### src/rtl/rvx_pkg.sv
// ----------------------------------------------------------------------------
// rvx_pkg
// shared types, constants and helpers for the rv64im subset execute unit
// ----------------------------------------------------------------------------
package rvx_pkg;

   localparam int XLEN     = 64;
   localparam int NUM_REGS = 32;

   // stream payload layout
   localparam int REQ_DATA_W = 160;
   localparam int INS_LSB    = 64;
   localparam int LDAT_LSB   = 96;
   localparam int RSP_DATA_W = 264;
   localparam int RSP_PAD_W  = 3;

   // major opcodes
   localparam logic [6:0] OPC_LOAD   = 7'h03;
   localparam logic [6:0] OPC_OP_IMM = 7'h13;
   localparam logic [6:0] OPC_AUIPC  = 7'h17;
   localparam logic [6:0] OPC_IMM32  = 7'h1b;
   localparam logic [6:0] OPC_STORE  = 7'h23;
   localparam logic [6:0] OPC_OP     = 7'h33;
   localparam logic [6:0] OPC_LUI    = 7'h37;
   localparam logic [6:0] OPC_OP32   = 7'h3b;
   localparam logic [6:0] OPC_BRANCH = 7'h63;
   localparam logic [6:0] OPC_JALR   = 7'h67;
   localparam logic [6:0] OPC_JAL    = 7'h6f;
   localparam logic [6:0] OPC_SYSTEM = 7'h73;

   // funct3 codes
   localparam logic [2:0] F3_ADD  = 3'd0;
   localparam logic [2:0] F3_SLL  = 3'd1;
   localparam logic [2:0] F3_SLT  = 3'd2;
   localparam logic [2:0] F3_SLTU = 3'd3;
   localparam logic [2:0] F3_XOR  = 3'd4;
   localparam logic [2:0] F3_SR   = 3'd5;
   localparam logic [2:0] F3_OR   = 3'd6;
   localparam logic [2:0] F3_AND  = 3'd7;
   localparam logic [2:0] F3_MUL  = 3'd0;
   localparam logic [2:0] F3_DIV  = 3'd4;
   localparam logic [2:0] F3_DIVU = 3'd5;
   localparam logic [2:0] F3_REM  = 3'd6;
   localparam logic [2:0] F3_REMU = 3'd7;
   localparam logic [2:0] F3_LWU  = 3'd6;
   localparam logic [2:0] F3_BEQ  = 3'd0;
   localparam logic [2:0] F3_BNE  = 3'd1;
   localparam logic [2:0] F3_BLT  = 3'd4;
   localparam logic [2:0] F3_BGE  = 3'd5;
   localparam logic [2:0] F3_BLTU = 3'd6;
   localparam logic [2:0] F3_BGEU = 3'd7;

   // funct7 / top6 codes
   localparam logic [6:0] F7_BASE   = 7'h00;
   localparam logic [6:0] F7_ALT    = 7'h20;
   localparam logic [6:0] F7_MULDIV = 7'h01;
   localparam logic [5:0] T6_LOGIC  = 6'h00;
   localparam logic [5:0] T6_ARITH  = 6'h10;

   localparam logic [31:0] EBREAK_INSN = 32'h0010_0073;
   localparam logic [4:0]  REG_A0      = 5'd10;

   // result codes
   localparam logic       KIND_RETIRE   = 1'b0;
   localparam logic       KIND_LOAD_REQ = 1'b1;
   localparam logic       OP_INSN       = 1'b0;
   localparam logic       OP_LOAD_RESP  = 1'b1;
   localparam logic [1:0] ST_OK         = 2'd0;
   localparam logic [1:0] ST_EBREAK     = 2'd1;
   localparam logic [1:0] ST_ILLEGAL    = 2'd2;
   localparam logic [1:0] ST_NO_LOAD    = 2'd3;

   typedef enum logic [1:0] {
      S_IDLE,
      S_EXEC,
      S_WAIT,
      S_DONE
   } state_type;

   typedef struct packed {
      logic start;
      logic is_div;
   } md_ctrl_type;

   typedef struct packed {
      logic busy;
      logic done;
   } md_stat_type;

   function automatic logic [XLEN-1:0] sext32(input logic [31:0] v);
      sext32 = {{(XLEN-32){v[31]}}, v};
   endfunction

endpackage

### src/rtl/rvx_regfile.sv
// ----------------------------------------------------------------------------
// rvx_regfile
// integer register file: synchronous memory, two registered reads, one write
// ----------------------------------------------------------------------------
module rvx_regfile #(
   parameter int XLEN     = rvx_pkg::XLEN,
   parameter int NUM_REGS = rvx_pkg::NUM_REGS,
   localparam int AW      = $clog2(NUM_REGS)
) (
   input  logic            clock,
   input  logic            reset,
   input  logic            rd_en,
   input  logic [AW-1:0]   rd_addr_a,
   input  logic [AW-1:0]   rd_addr_b,
   output logic [XLEN-1:0] rd_data_a,
   output logic [XLEN-1:0] rd_data_b,
   input  logic            wr_en,
   input  logic [AW-1:0]   wr_addr,
   input  logic [XLEN-1:0] wr_data
);
   import rvx_pkg::*;

   logic [XLEN-1:0]     regs_mem [NUM_REGS];
   logic [NUM_REGS-1:0] vld_ff;
   logic [XLEN-1:0]     data_a_ff, data_b_ff;
   logic                hit_a_ff, hit_b_ff;

   always_ff @(posedge clock) begin
      if (wr_en && wr_addr != '0) begin
         regs_mem[wr_addr] <= wr_data;
      end
      if (rd_en) begin
         data_a_ff <= regs_mem[rd_addr_a];
         data_b_ff <= regs_mem[rd_addr_b];
      end
   end

   // entries never written read as zero, x0 always zero
   always_ff @(posedge clock) begin
      if (reset) begin
         vld_ff   <= '0;
         hit_a_ff <= 1'b0;
         hit_b_ff <= 1'b0;
      end else begin
         if (wr_en && wr_addr != '0) begin
            vld_ff[wr_addr] <= 1'b1;
         end
         if (rd_en) begin
            hit_a_ff <= vld_ff[rd_addr_a] && rd_addr_a != '0;
            hit_b_ff <= vld_ff[rd_addr_b] && rd_addr_b != '0;
         end
      end
   end

   assign rd_data_a = hit_a_ff ? data_a_ff : '0;
   assign rd_data_b = hit_b_ff ? data_b_ff : '0;

endmodule

### config.mk
export PLATFORM = sky130hd
export DESIGN_NAME = rvx_regfile
export DESIGN_NICKNAME = d
export VERILOG_FILES = /design/src/rtl/rvx_pkg.sv /design/src/rtl/rvx_regfile.sv
export SDC_FILE = /design/constraint.sdc
export NUM_CORES = 2
export LEC_CHECK = 0
export BUFFER_PORTS_ARGS = -buffer_cell sky130_fd_sc_hd__buf_2
export CORE_MARGIN = 5
export CORE_UTILIZATION = 45
export CTS_CLUSTER_SIZE = 8
export DETAILED_ROUTE_END_ITERATION = 7
export SYNTH_ARGS = -nofsm -noshare
export SYNTH_HDL_FRONTEND = slang
export SYNTH_SLANG_ARGS = --single-unit
### constraint.sdc
create_clock -name clock -period 7 [get_ports clock]
set_input_delay 0.7 -clock clock [delete_from_list [all_inputs] [get_ports clock]]
set_output_delay 0.7 -clock clock [all_outputs]
set_load 0.005 [all_outputs]
==> flow_summary.ini <==
[synthesis]
synth_area_leaders = edfxtp_1, mux4_2, mux2i_1
yosysUniqueCellTypes = 38
synth_top_area_share_pct = 65.2
synth_area_um2 = 100000
synthArstFlopShare_pct = 0
seq_area_frac_synth_pct = 65.8
synth-edff-count = 2176
synth-seq-cells = 2210
ys.flop_type = edfxtp_1
synth_top_cell_by_area = edfxtp_1
ys.warnings.count = 0
avgSynthCellArea_um2 = 22.5
syn_inst = 4459

[critical_path]
r2r_cells = 4
cp_slowest_cell = dfxtp_4
path_cells = buf_4 > and2_1 > buf_2
required_ps = 6300
critPathLaunch = hit_a_ff
critPathLaunchType = flop
worstPathArrival_ps = 2920
regToRegStartpoint = hit_a_ff
critPathMaxFanout = 33
reg2reg_slack_ps = 5030
cp-endpoint = rd_data_a[27]
max_stage_delay_ps = 710
cp-end-kind = output pin
r2r_end = hit_a_ff
critPathKind = reg2out

[clocking]
cts_made_buffers = 327
numClockSinks = 2210
post-cts-setup-buffer-count = 0
cts_hold_buf = 0
cts_root_buffer = clkbuf_16
ctsLongestPathBuffers = 4
cts.repair.resized = 0
clk_pin_slew_ps = 50
ctsHtreeMaxLevel = 5
tritoncts = done
clk_latency_ps = 920

[cells_and_area]
register_area_um2 = 66000
multi_input_area_um2 = 33000
drive_gt1_share_pct = 40.3
nets = 4902
fillers = 17300
layout_commonest_cell = edfxtp_1
syn2layout_area_growth_pct = 13.6
mostFrequentLayoutCells = edfxtp_1, mux4_2, clkbuf_16

[sta]
max_freq_mhz = 276
skew_ps = 58.1
tightest_slew_ps = 1130
setup_viol = 0
finalSetupTns_ps = 0
finalMaxSlewViolations = 0
maxSlewHeadroom_pct = 24.4
hold_violations = 0
finalCritPeriodShare_pct = 51.8
rsz0062_at_grt = false
worst_slack_ps = 3380
min_period_ps = 3620

[power_and_ir_drop]
finalPower_uw = 30800
leakagePower_uw = 0.0367
power_density_nw_per_um2 = 271
ir_drop_v = 0.000267

[min_path]
hp-class = in2reg

[drt]
drt_first_pass_iters = 6
finalWirelength_um = 280000
vias = 50900
drc_errors = 0
vias_per_cell = 6.47
antenna_left = 0
drt-wirelength-per-cell_um = 35.7
drt_iter0_drc = 5628

[die]
num_rows = 173
start_util_pct = 45.1
core_area_um2 = 222000
die_y_um = 482
ioPinCount = 211
die_w_um = 482
dieArea_um2 = 232000

[flow_run]
cap_violations = 0

[placement]
routabilityCongestion = 0.760
dp_worst_setup_slack_ps = 3170
dp_hpwl_um = 140000
port_buffers = 210

[global_routing]
antenna_found_initial = 42
grt_pass1_wl_um = 399000
grt_overflow_total = 0
grt_usage_pct = 24.2
grt_max_degree = 107
grt_pass1_vias = 53800

[run_status]
status = finished, final reports clean
metrics by stage:
step	util (%)	hold WS, ps	instance area [um^2]	cells
global placement	47.4	455	105000	7465
CTS	51.3	188	114000	7844
detailed placement	47.4	459	105000	7465
finish	51.3	259	114000	7863
global route	51.3	244	114000	7852
floorplan	-	437	101000	4522
where the power goes:
part / leakage [uW] / switching (uW) / internal (uW)
clock network: 0.00418 / 5310 / 8320
registers: 0.0200 / 125 / 14900
logic: 0.0125 / 1170 / 1050
per-layer routing:
metal	GRT usage [%]	share of wire [%]	up-vias
li1	-	-	20100
met1	33.2	40	28000
met2	40.3	50	2304
met3	4.14	7.5	459
met4	6.61	2.6	10
met5	0	0.022	-
worst min-delay path by stage:
stage                     startpoint              to  slack [ps]  cells past startpoint
final                     wr_data[3]  regs_mem[3][3]         260                      1
after global routing      wr_data[3]  regs_mem[3][3]         240                      1
after CTS                 wr_data[3]  regs_mem[3][3]         190                      1
after detailed placement   vld_ff[0]       vld_ff[0]         460                      1
after global placement     vld_ff[0]       vld_ff[0]         450                      1
after floorplan            vld_ff[0]       vld_ff[0]         440                      1
cells by family after synthesis:
logic type	count (synthesis)	synth area share (%)
buffers and inverters	401	1.73
AO/OA/AOI/OAI	24	0.160
other	1	0.00374
AND/OR/NAND/NOR	262	1.37
multiplexers	1561	30.9
flip-flops	2210	65.8
worst max-delay path: cells and delay by family, from the launching register on:
family,cells,cell delay (ps)
and+or+nand+nor,1,390
buffers and inverters,2,860
DFF,1,710
sequential cells by signal (all words and copies together) (netlist names):
| name | flops |
|---|---|
| hit_b_ff | 1 |
| regs_mem | 2048 |
| vld_ff | 32 |
| hit_a_ff | 1 |
| data_b_ff | 64 |
| data_a_ff | 64 |
synth_stat cells (2+ instances only):
| library cell | n |
|---|---|
| a22oi_1 | 2 |
| mux2i_1 | 278 |
| nand2b_1 | 3 |
| nor2b_1 | 5 |
| buf_2 | 90 |
| a211oi_1 | 3 |
| buf_6 | 8 |
| a21oi_1 | 6 |
| clkbuf_1 | 172 |
| or3b_1 | 3 |
| mux4_2 | 1220 |
| o21ai_1 | 3 |
| buf_4 | 15 |
| dfxtp_1 | 34 |
| nand3b_1 | 5 |
| a31oi_1 | 2 |
| inv_1 | 67 |
| mux2_2 | 63 |
| and2_1 | 129 |
| nor2_1 | 100 |
| nand3_1 | 3 |
| nand2_1 | 10 |
| edfxtp_1 | 2176 |
| buf_1 | 48 |
layout make-up:
class / instances / share of cell area [%]
timing repair buffer: 301 / 2.08
multi-input combinational: 1911 / 28.9
inverter: 68 / 0.224
antenna: 19 / 0.0417
sequential: 2210 / 58.0
clock buffer: 367 / 7.39
tap: 2975 / 3.27
clock inverter: 12 / 0.0988
No activity file was read; power rests on OpenSTA's default activity.
