**src/rtl/rvx_pkg.sv**
```systemverilog
// ----------------------------------------------------------------------------
// rvx_pkg
// shared types, constants and helpers for the rv64im subset execute unit
// ----------------------------------------------------------------------------
package rvx_pkg;

   localparam int XLEN     = 64;
   localparam int NUM_REGS = 32;

   // stream payload layout
   localparam int REQ_DATA_W = 160;
   localparam int INS_LSB    = 64;
   localparam int LDAT_LSB   = 96;
   localparam int RSP_DATA_W = 264;
   localparam int RSP_PAD_W  = 3;

   // major opcodes
   localparam logic [6:0] OPC_LOAD   = 7'h03;
   localparam logic [6:0] OPC_OP_IMM = 7'h13;
   localparam logic [6:0] OPC_AUIPC  = 7'h17;
   localparam logic [6:0] OPC_IMM32  = 7'h1b;
   localparam logic [6:0] OPC_STORE  = 7'h23;
   localparam logic [6:0] OPC_OP     = 7'h33;
   localparam logic [6:0] OPC_LUI    = 7'h37;
   localparam logic [6:0] OPC_OP32   = 7'h3b;
   localparam logic [6:0] OPC_BRANCH = 7'h63;
   localparam logic [6:0] OPC_JALR   = 7'h67;
   localparam logic [6:0] OPC_JAL    = 7'h6f;
   localparam logic [6:0] OPC_SYSTEM = 7'h73;

   // funct3 codes
   localparam logic [2:0] F3_ADD  = 3'd0;
   localparam logic [2:0] F3_SLL  = 3'd1;
   localparam logic [2:0] F3_SLT  = 3'd2;
   localparam logic [2:0] F3_SLTU = 3'd3;
   localparam logic [2:0] F3_XOR  = 3'd4;
   localparam logic [2:0] F3_SR   = 3'd5;
   localparam logic [2:0] F3_OR   = 3'd6;
   localparam logic [2:0] F3_AND  = 3'd7;
   localparam logic [2:0] F3_MUL  = 3'd0;
   localparam logic [2:0] F3_DIV  = 3'd4;
   localparam logic [2:0] F3_DIVU = 3'd5;
   localparam logic [2:0] F3_REM  = 3'd6;
   localparam logic [2:0] F3_REMU = 3'd7;
   localparam logic [2:0] F3_LWU  = 3'd6;
   localparam logic [2:0] F3_BEQ  = 3'd0;
   localparam logic [2:0] F3_BNE  = 3'd1;
   localparam logic [2:0] F3_BLT  = 3'd4;
   localparam logic [2:0] F3_BGE  = 3'd5;
   localparam logic [2:0] F3_BLTU = 3'd6;
   localparam logic [2:0] F3_BGEU = 3'd7;

   // funct7 / top6 codes
   localparam logic [6:0] F7_BASE   = 7'h00;
   localparam logic [6:0] F7_ALT    = 7'h20;
   localparam logic [6:0] F7_MULDIV = 7'h01;
   localparam logic [5:0] T6_LOGIC  = 6'h00;
   localparam logic [5:0] T6_ARITH  = 6'h10;

   localparam logic [31:0] EBREAK_INSN = 32'h0010_0073;
   localparam logic [4:0]  REG_A0      = 5'd10;

   // result codes
   localparam logic       KIND_RETIRE   = 1'b0;
   localparam logic       KIND_LOAD_REQ = 1'b1;
   localparam logic       OP_INSN       = 1'b0;
   localparam logic       OP_LOAD_RESP  = 1'b1;
   localparam logic [1:0] ST_OK         = 2'd0;
   localparam logic [1:0] ST_EBREAK     = 2'd1;
   localparam logic [1:0] ST_ILLEGAL    = 2'd2;
   localparam logic [1:0] ST_NO_LOAD    = 2'd3;

   typedef enum logic [1:0] {
      S_IDLE,
      S_EXEC,
      S_WAIT,
      S_DONE
   } state_type;

   typedef struct packed {
      logic start;
      logic is_div;
   } md_ctrl_type;

   typedef struct packed {
      logic busy;
      logic done;
   } md_stat_type;

   function automatic logic [XLEN-1:0] sext32(input logic [31:0] v);
      sext32 = {{(XLEN-32){v[31]}}, v};
   endfunction

endpackage

```
**src/rtl/rvx_muldiv.sv**
```systemverilog
// ----------------------------------------------------------------------------
// rvx_muldiv
// multi-cycle multiplier (four half-width steps) and restoring divider
// ----------------------------------------------------------------------------
module rvx_muldiv #(
   parameter int XLEN = rvx_pkg::XLEN
) (
   input  logic                clock,
   input  logic                reset,
   input  rvx_pkg::md_ctrl_type ctrl,
   input  logic [XLEN-1:0]     opa,
   input  logic [XLEN-1:0]     opb,
   output rvx_pkg::md_stat_type stat,
   output logic [XLEN-1:0]     product,
   output logic [XLEN-1:0]     quotient,
   output logic [XLEN-1:0]     remainder
);
   import rvx_pkg::*;

   localparam int HW = XLEN / 2;
   localparam int CW = $clog2(XLEN);

   logic            run_ff, run_in, div_ff, div_in, done_ff, done_in;
   logic [CW-1:0]   cnt_ff, cnt_in;
   logic [XLEN-1:0] a_ff, a_in, b_ff, b_in, q_ff, q_in, r_ff, r_in;
   logic [XLEN-1:0] acc_ff, acc_in, prod_ff, prod_in;
   logic [XLEN:0]   r_shift, r_diff;
   logic [HW-1:0]   mx, my;
   logic            last;

   always_comb begin
      r_shift = {r_ff, q_ff[XLEN-1]};
      r_diff  = r_shift - {1'b0, b_ff};
      // step 0: lo*lo, step 1: lo(a)*hi(b), step 2: hi(a)*lo(b)
      mx      = (cnt_ff == CW'(2)) ? a_ff[XLEN-1:HW] : a_ff[HW-1:0];
      my      = (cnt_ff == CW'(1)) ? b_ff[XLEN-1:HW] : b_ff[HW-1:0];
      prod_in = mx * my;
      last    = div_ff ? (cnt_ff == CW'(XLEN - 1)) : (cnt_ff == CW'(3));

      run_in  = run_ff;
      div_in  = div_ff;
      done_in = 1'b0;
      cnt_in  = cnt_ff;
      a_in    = a_ff;
      b_in    = b_ff;
      q_in    = q_ff;
      r_in    = r_ff;
      acc_in  = acc_ff;

      if (ctrl.start) begin
         run_in = 1'b1;
         div_in = ctrl.is_div;
         cnt_in = '0;
         a_in   = opa;
         b_in   = opb;
         q_in   = opa;
         r_in   = '0;
         acc_in = '0;
      end else if (run_ff) begin
         cnt_in = cnt_ff + CW'(1);
         if (div_ff) begin
            if (!r_diff[XLEN]) begin
               r_in = r_diff[XLEN-1:0];
               q_in = {q_ff[XLEN-2:0], 1'b1};
            end else begin
               r_in = r_shift[XLEN-1:0];
               q_in = {q_ff[XLEN-2:0], 1'b0};
            end
         end else if (cnt_ff == CW'(1)) begin
            acc_in = prod_ff;
         end else if (cnt_ff != '0) begin
            acc_in = acc_ff + {prod_ff[HW-1:0], {HW{1'b0}}};
         end
         if (last) begin
            run_in  = 1'b0;
            done_in = 1'b1;
         end
      end
   end

   always_ff @(posedge clock) begin
      if (reset) begin
         run_ff  <= 1'b0;
         done_ff <= 1'b0;
         div_ff  <= 1'b0;
         cnt_ff  <= '0;
      end else begin
         run_ff  <= run_in;
         done_ff <= done_in;
         div_ff  <= div_in;
         cnt_ff  <= cnt_in;
      end
      a_ff    <= a_in;
      b_ff    <= b_in;
      q_ff    <= q_in;
      r_ff    <= r_in;
      acc_ff  <= acc_in;
      prod_ff <= prod_in;
   end

   assign stat.busy = run_ff;
   assign stat.done = done_ff;
   assign product   = acc_ff;
   assign quotient  = q_ff;
   assign remainder = r_ff;

endmodule
```
**config.mk**
```make
export PLATFORM = sky130hd
export DESIGN_NAME = rvx_muldiv
export DESIGN_NICKNAME = d
export VERILOG_FILES = /design/src/rtl/rvx_pkg.sv /design/src/rtl/rvx_muldiv.sv
export SDC_FILE = /design/constraint.sdc
export NUM_CORES = 2
export LEC_CHECK = 0
export BUFFER_PORTS_ARGS = -buffer_cell sky130_fd_sc_hd__buf_2
export CORE_AREA = 2 2 418 420
export CTS_BUF_LIST = sky130_fd_sc_hd__clkbuf_16
export DETAILED_ROUTE_END_ITERATION = 16
export DIE_AREA = 0 0 420 422
export GPL_ROUTABILITY_DRIVEN = 0
export PLACE_DENSITY = 0.48
export SETUP_SLACK_MARGIN = 0.1
export SYNTH_ARGS = -nofsm -noshare
export SYNTH_HDL_FRONTEND = slang
export SYNTH_SLANG_ARGS = --single-unit
```
**constraint.sdc**
```tcl
create_clock -name clock -period 10.4 [get_ports clock]
set_input_delay 0.52 -clock clock [delete_from_list [all_inputs] [get_ports clock]]
set_output_delay 0.52 -clock clock [all_outputs]
set_load 0.1 [all_outputs]
```
==> results <==
- The worst setup path is captured at a flop.
- The floorplan step defined a die boundary enclosing 0.1772 mm².
- The data arrival time of the worst path is 10430 ps.
- The total standard cell area after synthesis is 0.05159 mm².
- Wires add up to 197.1 mm.
- The area growth from synthesis to final layout is 12.36%.
- Setup repair after global routing left no endpoint under its margin.
- The initial antenna violation count came to 7.
- The overflow left after global routing is 0.
- The effective utilization at floorplan is 29.84%.
- The time the final worst path needs with I/O delays and setup is 9922 ps.
- Across the run, the number of max-cap violations was 0.
- The estimated wirelength of the detail-placed design is 159.4 mm.
- In the detailed route, the total length drawn on met3 is 21.28 mm.
- The async set-or-reset flop fraction in the synthesized netlist is 0%.
- The relative max-transition margin is 9.830%.
- The flip-flop and latch count after synthesis is 393.
- The number of global-route vias before repair is 42371.
- The top-level port count is 326.
- Yosys attributes the largest share of cell area to fa_1 (35%), edfxtp_1 (11%), ha_1 (8.8%).
- The final count of hold timing violations is 0.
- The number of input and output port buffers inserted is 325.
- The number of warnings reported in the yosys synthesis log is 0.
- TritonCTS built the clock tree.
- Yosys mapped the design onto 73 distinct sky130hd cell types.
- The detailed router's first-iteration violation count is 3638.
- The dominant synthesized flop cell is dfxtp_1.
- Counting every sink on the clock net gives 393.
- After filler insertion, the fill cell instance count of the layout stands at 18051.
- The global-route wire length before repair is 288.5 mm.
- The worst setup path is launched from a flop.
- The root cell of the clock tree is clkbuf_16.
- Routed signal wires occupy layers up through met5.
- The clock arrives with 70.97 ps of skew.
- Summed over all instances, the cell type with the most area after synthesis is fa_1.
- The per-cell routed wire length is 23.87 µm.
- The overall fraction of global-route tracks in use is 22.11%.
- The run finished with clean final reports.
- The number of nets in the synthesized netlist is 7049.
- The clock passes through at most 3 buffers.
- Summing over every cut layer, the via total after detailed routing is 41335.
- The number of nets with antenna violations after routing is 0.
- The largest net degree at the start of global routing is 83.
- In this run, CTS created clock tree buffers numbering 47.
- The number of buffers inserted to repair setup after CTS is 0.
- The most numerous cell type found on the critical path is fa_1.
- The largest single stage delay on the critical path is 1040 ps.
- The clock transition at the registers of the reported paths is 60 ps.
- The tightest min-delay check is of the in -> reg type.
- Along the worst path, the maximum fanout reaches 16.
- The level count of the clock H-tree is 2.
- inv_1 is the most common cell in the netlist.
- The final max-slew violation count was 0.
- The pre-antenna-repair detailed-routing pass consisted of 8 iterations.
- The number of endpoints failing setup at the final stage is 0.
- The commonest cells after synthesis are inv_1 (956), fa_1 (898), nor2_1 (760), nand2_1 (712), ha_1 (362).
- In this run the vertical extent of the chip is 422 µm.
- The final layout contains 7279 nets.
- The horizontal die dimension is 420 µm.
- By startpoint and endpoint, the worst setup path is classified as reg -> reg.
- The fraction of layout cells with a size suffix above 1 is 12.07%.
- After floorplanning, the core was divided into 153 placement rows.
- The slew at the pin with the worst max-slew slack is 1326 ps.
- The area share of the largest cell type after synthesis is 34.85%.
- The synthesized design contains 192 enable-type register cells.
- The final routed DRC violation total is 0.
- For the worst setup path, the data required time is 10910 ps.
- The maximum operating frequency is 0.1008 GHz.
- Summed over all nets, wire length on met2 after detailed routing comes to 81.49 mm.
- The routed length on met1 is 89.18 mm.
- The source-to-sink clock delay at the later pin of the worst-skew pair is 690 ps.
- The final clock period utilization by the worst path is 95.41%.
- Synthesis produced 5657 cells.
- The mean instance size in the synthesized netlist is 9.119 µm².
- The region available for standard cell placement spans 0.1729 mm².
- After routing, the total negative slack on setup checks comes to 0 ps.
- The cell with the largest stage delay on the worst path is mux2i_2.
- The sequential cell area fraction in the yosys report is 18.98%.
- After detailed routing, the number of vias per cell comes to 5.007.
per-stage QoR:
stage	hold WS (ps)	instances	cell area, µm²	setup slack (ps)	util (%)
3_5_place_dp	444.0	8161	56340	629.9	32.59
6_report	51.90	8255	57960	477.7	33.53
4_1_cts	3.629	8249	57930	608.4	33.51
3_3_place_gp	440.6	8161	56340	643.8	32.59
2_1_floorplan	431.9	5657	51590	1257	-
5_1_grt	17.71	8251	57950	145.5	33.52
logic make-up (layout without fill, tap and decap cells):
logic type / after synthesis / after routing / share of synthesized area [%]
and+or+nand+nor: 1688 / 1689 / 13.27
adders and majority gates: 1260 / 1260 / 43.63
buffers and inverters: 1242 / 1509 / 9.088
AOI/OAI and AO/OA: 791 / 791 / 9.668
DFF: 393 / 393 / 18.98
xor gates and xnor gates: 148 / 148 / 2.513
muxes: 135 / 135 / 2.852
other: 0 / 5 / 0
final cells by class:
class	count	area, µm²	share of cell area (%)
Multi-Input combinational cell	4023	37380	64.49
Clock buffer	47	1176	2.029
Tap cell	2325	2909	5.019
Sequential cell	393	9789	16.89
Antenna cell	5	12.51	0.02159
Timing Repair Buffer	466	2710	4.676
Inverter	956	3588	6.191
Clock inverter	40	397.9	0.6865
worst paths after layout:
path / from / end / slack [ps] / depth (start not counted)
max: cnt_ff[2] / prod_ff[63] / 480 / 29
min: opb[47] / b_ff[47] / 50 / 1
min reg2reg: product[14] / product[14] / 450 / 2
max reg2reg: cnt_ff[2] / prod_ff[63] / 480 / 29
worst max-delay path, delay by kind of cell (launching register included):
| kind | cells | cell delay [ps] |
|---|---|---|
| fa+ha+maj | 9 | 4480 |
| mux | 1 | 1040 |
| compound gates | 5 | 930 |
| simple gates | 7 | 1610 |
| flops | 1 | 350 |
| xor+xnor | 1 | 140 |
| buf+inv | 6 | 1190 |
cells in the final DEF, fill, tap and decap left out, types with 10 or more instances in the layout:
| master | instances |
|---|---|
| ha_1 | 362 |
| or3_1 | 11 |
| o21bai_1 | 33 |
| o21ai_0 | 168 |
| a22o_1 | 13 |
| a22oi_1 | 12 |
| nand2_1 | 711 |
| inv_1 | 960 |
| a21o_1 | 100 |
| edfxtp_1 | 192 |
| nand4_1 | 34 |
| a21oi_1 | 248 |
| nor2_1 | 759 |
| a311oi_1 | 34 |
| nand3_1 | 39 |
| and2_1 | 15 |
| a31oi_1 | 24 |
| buf_2 | 324 |
| clkbuf_16 | 47 |
| buf_4 | 139 |
| a211oi_1 | 20 |
| o211ai_1 | 16 |
| nor3_1 | 25 |
| o21a_1 | 15 |
| and3_1 | 20 |
| a32oi_1 | 10 |
| nor2b_1 | 13 |
| a21oi_2 | 19 |
| mux2_2 | 96 |
| dfxtp_1 | 201 |
| nand2b_1 | 20 |
| mux2i_1 | 14 |
| xor2_1 | 61 |
| fa_1 | 898 |
| mux2i_2 | 22 |
| xnor2_1 | 86 |
sequential cells by signal (all words and copies together), names as in the netlist:
name	count
div_ff	1
quotient	64
run_ff	1
cnt_ff	6
a_ff	64
b_ff	64
prod_ff	64
done_ff	1
product	64
remainder	64
routing by layer:
layer	vias to the layer above	global-route usage, %
met5	-	0
met4	4	5.144
met3	236	7.000
met2	1814	31.85
met1	20977	31.95
li1	18304	-
repair_timing:
item,in CTS,in global routing
resized for setup,0,2
hold buffers,1,0
endpoints found under the setup margin,0,3
endpoints found under the hold margin,1,0
Power is left out: the tool's default activity adds up to more than one toggle a clock period on the data nets, which glitch-free logic cannot reach.
